**src/hw/rtl/ftp_queue.sv**
```systemverilog
// ----------------------------------------------------------------------------
// Profiler command queue
// Two-entry FIFO that decouples the front end from the table engine.
// ----------------------------------------------------------------------------
module ftp_queue #(
    parameter int WIDTH = 8
) (
    input  logic             i_clk,
    input  logic             i_rst_n,
    input  logic             i_push,
    input  logic [WIDTH-1:0] i_data,
    output logic             o_full,
    input  logic             i_pop,
    output logic [WIDTH-1:0] o_data,
    output logic             o_empty
);

    logic [WIDTH-1:0] r_slot [2];
    logic             r_wr_ptr;
    logic             r_rd_ptr;
    logic [1:0]       r_count;

    assign o_full  = (r_count == 2'd2);
    assign o_empty = (r_count == 2'd0);
    assign o_data  = r_slot[r_rd_ptr];

    // Advance pointers and occupancy
    always_ff @(posedge i_clk) begin
        if (!i_rst_n) begin
            r_wr_ptr <= 1'b0;
            r_rd_ptr <= 1'b0;
            r_count  <= 2'd0;
        end else begin
            if (i_push) begin
                r_wr_ptr <= ~r_wr_ptr;
            end
            if (i_pop) begin
                r_rd_ptr <= ~r_rd_ptr;
            end
            if (i_push && !i_pop) begin
                r_count <= r_count + 2'd1;
            end else if (i_pop && !i_push) begin
                r_count <= r_count - 2'd1;
            end
        end
    end

    // Store pushed entries
    always_ff @(posedge i_clk) begin
        if (i_push) begin
            r_slot[r_wr_ptr] <= i_data;
        end
    end

endmodule

```
**config.mk**
```make
export PLATFORM = sky130hd
export DESIGN_NAME = ftp_queue
export DESIGN_NICKNAME = d
export VERILOG_FILES = /design/src/hw/rtl/ftp_queue.sv
export SDC_FILE = /design/constraint.sdc
export NUM_CORES = 1
export LEC_CHECK = 0
export BUFFER_PORTS_ARGS = -buffer_cell sky130_fd_sc_hd__buf_2
export CORE_UTILIZATION = 35
export DETAILED_ROUTE_END_ITERATION = 8
export PLACE_DENSITY = 0.61
export SLEW_MARGIN = 30
export SYNTH_ARGS = -nofsm -noshare
export SYNTH_HDL_FRONTEND = slang
export SYNTH_SLANG_ARGS = --single-unit
```
**constraint.sdc**
```tcl
create_clock -name i_clk -period 2 [get_ports i_clk]
set_input_delay 0.1 -clock i_clk [delete_from_list [all_inputs] [get_ports i_clk]]
set_output_delay 0.1 -clock i_clk [all_outputs]
set_load 0.005 [all_outputs]
```
==> out/results.txt, run 1 <==
antenna-violating nets left: 0
Post-Synthesis Cells: 47
max_cap viols: 0
Final nets: 93
drt pass-1 iters: 3
diode count: 0
Leak: 0.4134 nW
outcome: finished, final reports clean
CP startpoint kind: register
Core ar.: 0.002042 mm²
Max stage delay on crit path: 0.55 ns
later-pin clock latency in the skew report: 0.30 ns
post-layout min period: 1.454 ns
cell taking the most area after synthesis: edfxtp_1
Die W: 49.65 µm
FFs w/ async S/R, synth: 0%
initial antenna violation count: 0
Slowest cell on crit path: dfxtp_1
syn nets: 60
clock skew: 0.0007121 ns
initial core utilization: 38.91%
Worst EP required: 1.90 ns
clock power share: 24.3%
Placer Congestion: 0.6534
Least-Margin Pin Slew: 0.7563 ns
cell area after synthesis: 794.5 µm²
Syn Area/Cell: 16.90 µm²
Net Sw Frac: 22.50%
Setup violations, final: 0
TritonCTS clock tree: yes
most frequent cell after synthesis: edfxtp_1
Vias: 468
first-pass GRT wire length: 1.938 mm
GR Util All Layers: 10.89%
fmax: 0.6879 GHz
H-tree depth: 1
Finished Layout Cells: 106
Post-synth top flop: edfxtp_1
setup TNS: 0 ns
Hold WC Path Type: input pin to register
die area: 0.002465 mm²
final slew viol count: 0
CTS root buffer: clkbuf_4
crit path kind: register to output port
largest net degree at the start of global routing: 13
Final period util: 72.68%
final wirelength: 1.177 mm
postcts setup bufs: 0
Post-DP HPWL: 770.7 µm
CP Capture Type: output port
EDFF count, synth: 16
Max rail drop VDD: 0.0004342 V
Reg power frac: 62.1%
most frequent cells after synthesis: edfxtp_1, mux2_2, dfxtp_1
clock sinks: 21
RSZ-0062 raised after global routing: no
die height: 49.65 µm
internal power: 0.6434 mW
worst path cell trace: mux2_2, buf_2
PwrDens: 801.3 mW/mm²
total gr overflow: 0
IO Pins: 22
flops & latches, synth: 21
P_sw: 0.1868 mW
worst endpoint data arrival time: 1.35 ns
Residual DRC: 0
Seq/Total Area, Yosys: 73.07%
Gate power share: 13.6%
clock buffer depth: 2
post-route cell area: 0.001036 mm²
vias per cell: 4.415
row cnt: 16
top cell type's share of synthesized area: 60.47%
Worst Path Max Fanout: 8
Area growth syn-to-layout: 30.39%
Area after DPL: 928.4 µm²
Wirelength per Cell: 11.10 µm
Synth warnings: 0
Distinct cells, synth: 16
I/O Buffers: 21
Hold WS: 0.04231 ns
Slew Limit Headroom: 49.47%
Synth area leaders: edfxtp_1, dfxtp_1, mux2_2
final hold viol count: 0
placed insts: 94
number of global-route vias before repair: 447
CTS Buf Count: 3
layout cell share with drive strength beyond 1: 43.04%
Initial DRC Count: 2
Clk pin slew, worst setup/hold paths: 0.11 ns
==> worst max-delay path, delay by kind of cell (launching register included) <==
family                 cells  cell delay (ns)
flip-flops                 1             0.55
multiplexers               1             0.38
buffers and inverters      1             0.13
==> layer usage <==
metal  global-route usage [%]  vias up  wire length, µm
li1                         -      234                -
met1                    12.10      219              534
met4                    7.143        0               13
met5                        0        -                0
met3                    2.778        2               54
met2                    18.24       13              574
==> registers in the layout, summed over array words and instances, names as in the netlist, named ones only <==
register,cells
r_slot,16
r_wr_ptr,1
r_rd_ptr,1
r_count,2
==> power groups by stage <==
stage	logic (mW)	clock network [mW]	registers (mW)
2_1_floorplan	0.0646	0	0.518
3_3_place_gp	0.0990	0	0.526
3_5_place_dp	0.102	0	0.526
4_1_cts	0.115	0.204	0.516
5_1_grt	0.126	0.220	0.521
6_report	0.113	0.201	0.516
==> cell families (layout without fill, tap and decap cells) <==
kind of cell | Yosys count | in the layout | share of synthesized area (%)
muxes | 8 | 8 | 11.34
adders and majority gates | 1 | 1 | 1.575
AOI/OAI and AO/OA | 3 | 3 | 2.520
and+or+nand+nor | 9 | 9 | 7.086
DFF | 21 | 21 | 73.07
xor gates and xnor gates | 3 | 3 | 3.308
buffers and inverters | 2 | 34 | 1.101
==> cell usage in the layout, fill, tap and decap left out <==
master         synthesis  final
nor2b_1                2      2
xnor2_1                1      1
dfxtp_1                5      5
xor2_1                 2      2
clkinv_2               0      1
ha_1                   1      1
inv_1                  1      1
edfxtp_1              16     16
a21boi_1               1      1
buf_2                  1     21
o21a_1                 1      1
o21ai_0                1      1
dlygate4sd3_1          0      8
or3_1                  1      1
nor2_1                 1      1
mux2_2                 8      8
clkbuf_4               0      3
and2b_2                1      1
and2_1                 4      4
==> timing repair <==
item	4_1_cts	5_1_grt
hold endpoints to repair	16	0
hold buffers	8	0
resized for setup	0	0
==> path summary, 6_finish.rpt <==
check | startpoint | end | slack [ns] | cells after the start
setup / recovery | register | o_data[7] | 0.55 | 2
hold / removal | i_rst_n | r_count[0] | 0.04 | 2
setup reg to reg | r_wr_ptr | r_slot[0][5] | 0.72 | 1
hold reg to reg | r_count[1] | r_count[1] | 0.54 | 2
==> final cells by class <==
class | count | area [µm²]
flip-flops and latches | 21 | 580.6
repair buffers | 29 | 185.2
multi-input cells | 24 | 205.2
clock inverters | 1 | 5.005
fillers | 190 | 1006
clock buffers | 3 | 22.52
inverters | 1 | 3.754
well taps | 27 | 33.78
==> per-stage QoR <==
step,setup slack [ns],power (mW),utilization (%)
final,0.5464,0.8302,50.74
after global routing,0.4653,0.8662,50.74
after CTS,0.5269,0.8358,50.74
after detailed placement,0.6989,0.6276,45.47
after global placement,0.7160,0.6248,45.47
after floorplan,0.8957,0.5824,-
(Power assumes the default switching activity.)
==> run 2: changes to the inputs <==
- ABC_AREA: default -> 1
- PLACE_DENSITY: 0.61 -> 0.63
- clock period: 2 -> 1.3 ns (I/O delays scaled with it)
==> out/results.txt, run 2 <==
die area: 0.002495 mm² (+1.2%)
leading cell type in the layout, fill and taps excluded: buf_2
Wirelength per Cell: 9.831 µm (-11%)
largest net degree at the start of global routing: 13 (unchanged)
clock buffer depth: 2 (unchanged)
max_cap viols: 0 (unchanged)
PwrDens: 1187 mW/mm² (+48%)
first-pass GRT wire length: 1.883 mm (-2.8%)
Residual DRC: 0 (unchanged)
final slew viol count: 0 (unchanged)
Post-Synthesis Cells: 58 (+23%)
Worst EP required: 1.24 ns (-0.66 ns)
Least-Margin Pin Slew: 0.3608 ns (-0.3955 ns)
setup TNS: 0 ns (unchanged)
worst path bufs/invs: 1 (unchanged)
Hold WS: 0.01786 ns (-0.02445 ns)
Post-DP HPWL: 867.4 µm (+13%)
H-tree depth: 1 (unchanged)
initial core utilization: 39.02% (+0.11 points)
Slew Limit Headroom: 75.92% (+26 points)
most frequent cell after synthesis: edfxtp_1
vias per cell: 4.246 (-3.8%)
drt pass-1 iters: 4 (+1)
pre-CTS setup slack: 0.1992 ns (-0.4997 ns)
GR Util All Layers: 10.18% (-0.71 points)
Largest delay share family, worst path: flip-flops
Vias: 501 (+7.1%)
clock skew: 0.002502 ns (+0.001790 ns)
Max rail drop VDD: 0.0006150 V (+42%)
CP startpoint kind: register
row cnt: 16 (unchanged)
Hold WC Path Type: input pin to register
syn nets: 71 (+18%)
final hold viol count: 0 (unchanged)
clock sinks: 21 (unchanged)
max reg flops: 16 (unchanged)
cell taking the most area after synthesis: edfxtp_1
later-pin clock latency in the skew report: 0.29 ns (about the same)
Leak: 0.4495 nW (+8.7%)
most frequent cells after synthesis: edfxtp_1, inv_1, mux2_2
Final period util: 95.41%
Max stage delay on crit path: 0.42 ns (-0.13 ns)
Top reg by flops: r_slot
Setup violations, final: 0 (unchanged)
total gr overflow: 0 (unchanged)
Synth area leaders: edfxtp_1, dfxtp_1, mux2_2
I/O Buffers: 21 (unchanged)
Post-synth top flop: edfxtp_1
Placer Congestion: 0.6489 (-0.69%)
flops & latches, synth: 21 (unchanged)
fill cell count: 188 (-1.1%)
die height: 49.95 µm (+0.60%)
CP Capture Type: output port
CTS root buffer: clkbuf_4
Die W: 49.95 µm (+0.60%)
IO Pins: 22 (unchanged)
worst endpoint data arrival time: 1.18 ns (-0.17 ns)
diode count: 0 (unchanged)
Clk pin slew, worst setup/hold paths: 0.11 ns (about the same)
Distinct cells, synth: 16 (unchanged)
crit path kind: register to output port
fmax: 0.8062 GHz
number of global-route vias before repair: 473 (+5.8%)
cell area after synthesis: 804.5 µm² (+1.3%)
post-layout min period: 1.240 ns
Core ar.: 0.002062 mm² (+0.98%)
worst path cell trace: mux2_2, buf_2
Initial DRC Count: 1 (-1)
Slowest cell on crit path: dfxtp_4
most frequent cells in the layout: buf_2, edfxtp_1, inv_1, mux2_2, dlygate4sd3_1
Seq/Total Area, Yosys: 72.16% (-0.91 points)
final wirelength: 1.160 mm (-1.4%)
initial antenna violation count: 0 (unchanged)
Synth warnings: 0 (unchanged)
Worst Path Max Fanout: 8 (unchanged)
TritonCTS clock tree: yes
antenna-violating nets left: 0 (unchanged)
CTS Buf Count: 3 (unchanged)
postcts setup bufs: 0 (unchanged)
FFs w/ async S/R, synth: 0% (unchanged)
outcome: finished, final reports clean
Final nets: 105 (+13%)
Area growth syn-to-layout: 31.41%
largest registers: r_slot (16), r_count (2)
Final Worst Setup Slack: 0.05964 ns (-0.4867 ns)
EDFF count, synth: 16 (unchanged)
Syn Area/Cell: 13.87 µm² (-18%)
layout cell share with drive strength beyond 1: 40.66% (-2.4 points)
RSZ-0062 raised after global routing: yes
top cell type's share of synthesized area: 59.72% (-0.75 points)
[run 2: what timing repair did]
action                                  4_1_cts  5_1_grt
hold endpoints to repair                     16        0
pin swaps                                     0        0
gates resized for setup                       2        0
gates cloned                                  0        0
hold buffers                                  8        0
endpoints found under the setup margin        8        7
[run 2: cell families after synthesis]
logic type               share of synthesized area, %
multiplexers                                    11.20
XOR/XNOR                                        1.089
buffers and inverters                           4.820
AO/OA/AOI/OAI                                   1.243
flip-flops                                      72.16
AND/OR/NAND/NOR                                 7.931
adder cells (fa/ha/maj)                         1.555
[run 2: worst reg2reg max path: cells and delay by family (launching register included)]
family,cells,cell delay [ns]
AND/OR/NAND/NOR,1,0.21
flip-flops,1,0.34
buffers and inverters,1,0.21
[run 2: final timing paths]
| check | from | to | slack, ns | cells after the start |
|---|---|---|---|---|
| setup / recovery | register | o_data[1] | 0.06 | 2 |
| hold / removal | i_rst_n | r_count[1] | 0.02 | 3 |
| setup reg to reg | r_wr_ptr | r_slot[0][5] | 0.26 | 2 |
| hold reg to reg | r_rd_ptr | register | 0.53 | 2 |
[run 2: area by class of cell]
class | instances | area, µm² | share of cell area (%)
timing repair buffer | 30 | 192.7 | 18.22
sequential | 21 | 584.3 | 55.27
clock inverter | 1 | 5.005 | 0.4734
multi-input combinational | 27 | 185.2 | 17.51
clock buffer | 3 | 22.52 | 2.130
inverter | 9 | 33.78 | 3.195
tap | 27 | 33.78 | 3.195
[run 2: power breakdown]
part	total (mW)	switching [mW]	leakage, nW	internal, mW
Clock	0.291	0.177	0.0177	0.114
Combinational	0.171	0.0730	0.239	0.0980
Sequential	0.793	0.0252	0.192	0.768
Total	1.26	0.276	0.449	0.980
[run 2: through the flow]
| step | instances | instance area [µm²] | utilization [%] | power [mW] |
|---|---|---|---|---|
| floorplan | 58 | 804.5 | - | 0.8923 |
| global placement | 106 | 945.9 | 45.87 | 0.9577 |
| detailed placement | 106 | 945.9 | 45.87 | 0.9642 |
| CTS | 118 | 1057 | 51.27 | 1.273 |
| global route | 118 | 1057 | 51.27 | 1.325 |
| finish | 118 | 1057 | 51.27 | 1.255 |
[run 2: per-layer routing]
metal | GRT usage (%) | part of all wire, %
met5 | 0 | 0
met3 | 3.086 | 4.4
met4 | 2.857 | 0
met1 | 10.16 | 41
met2 | 19.82 | 55
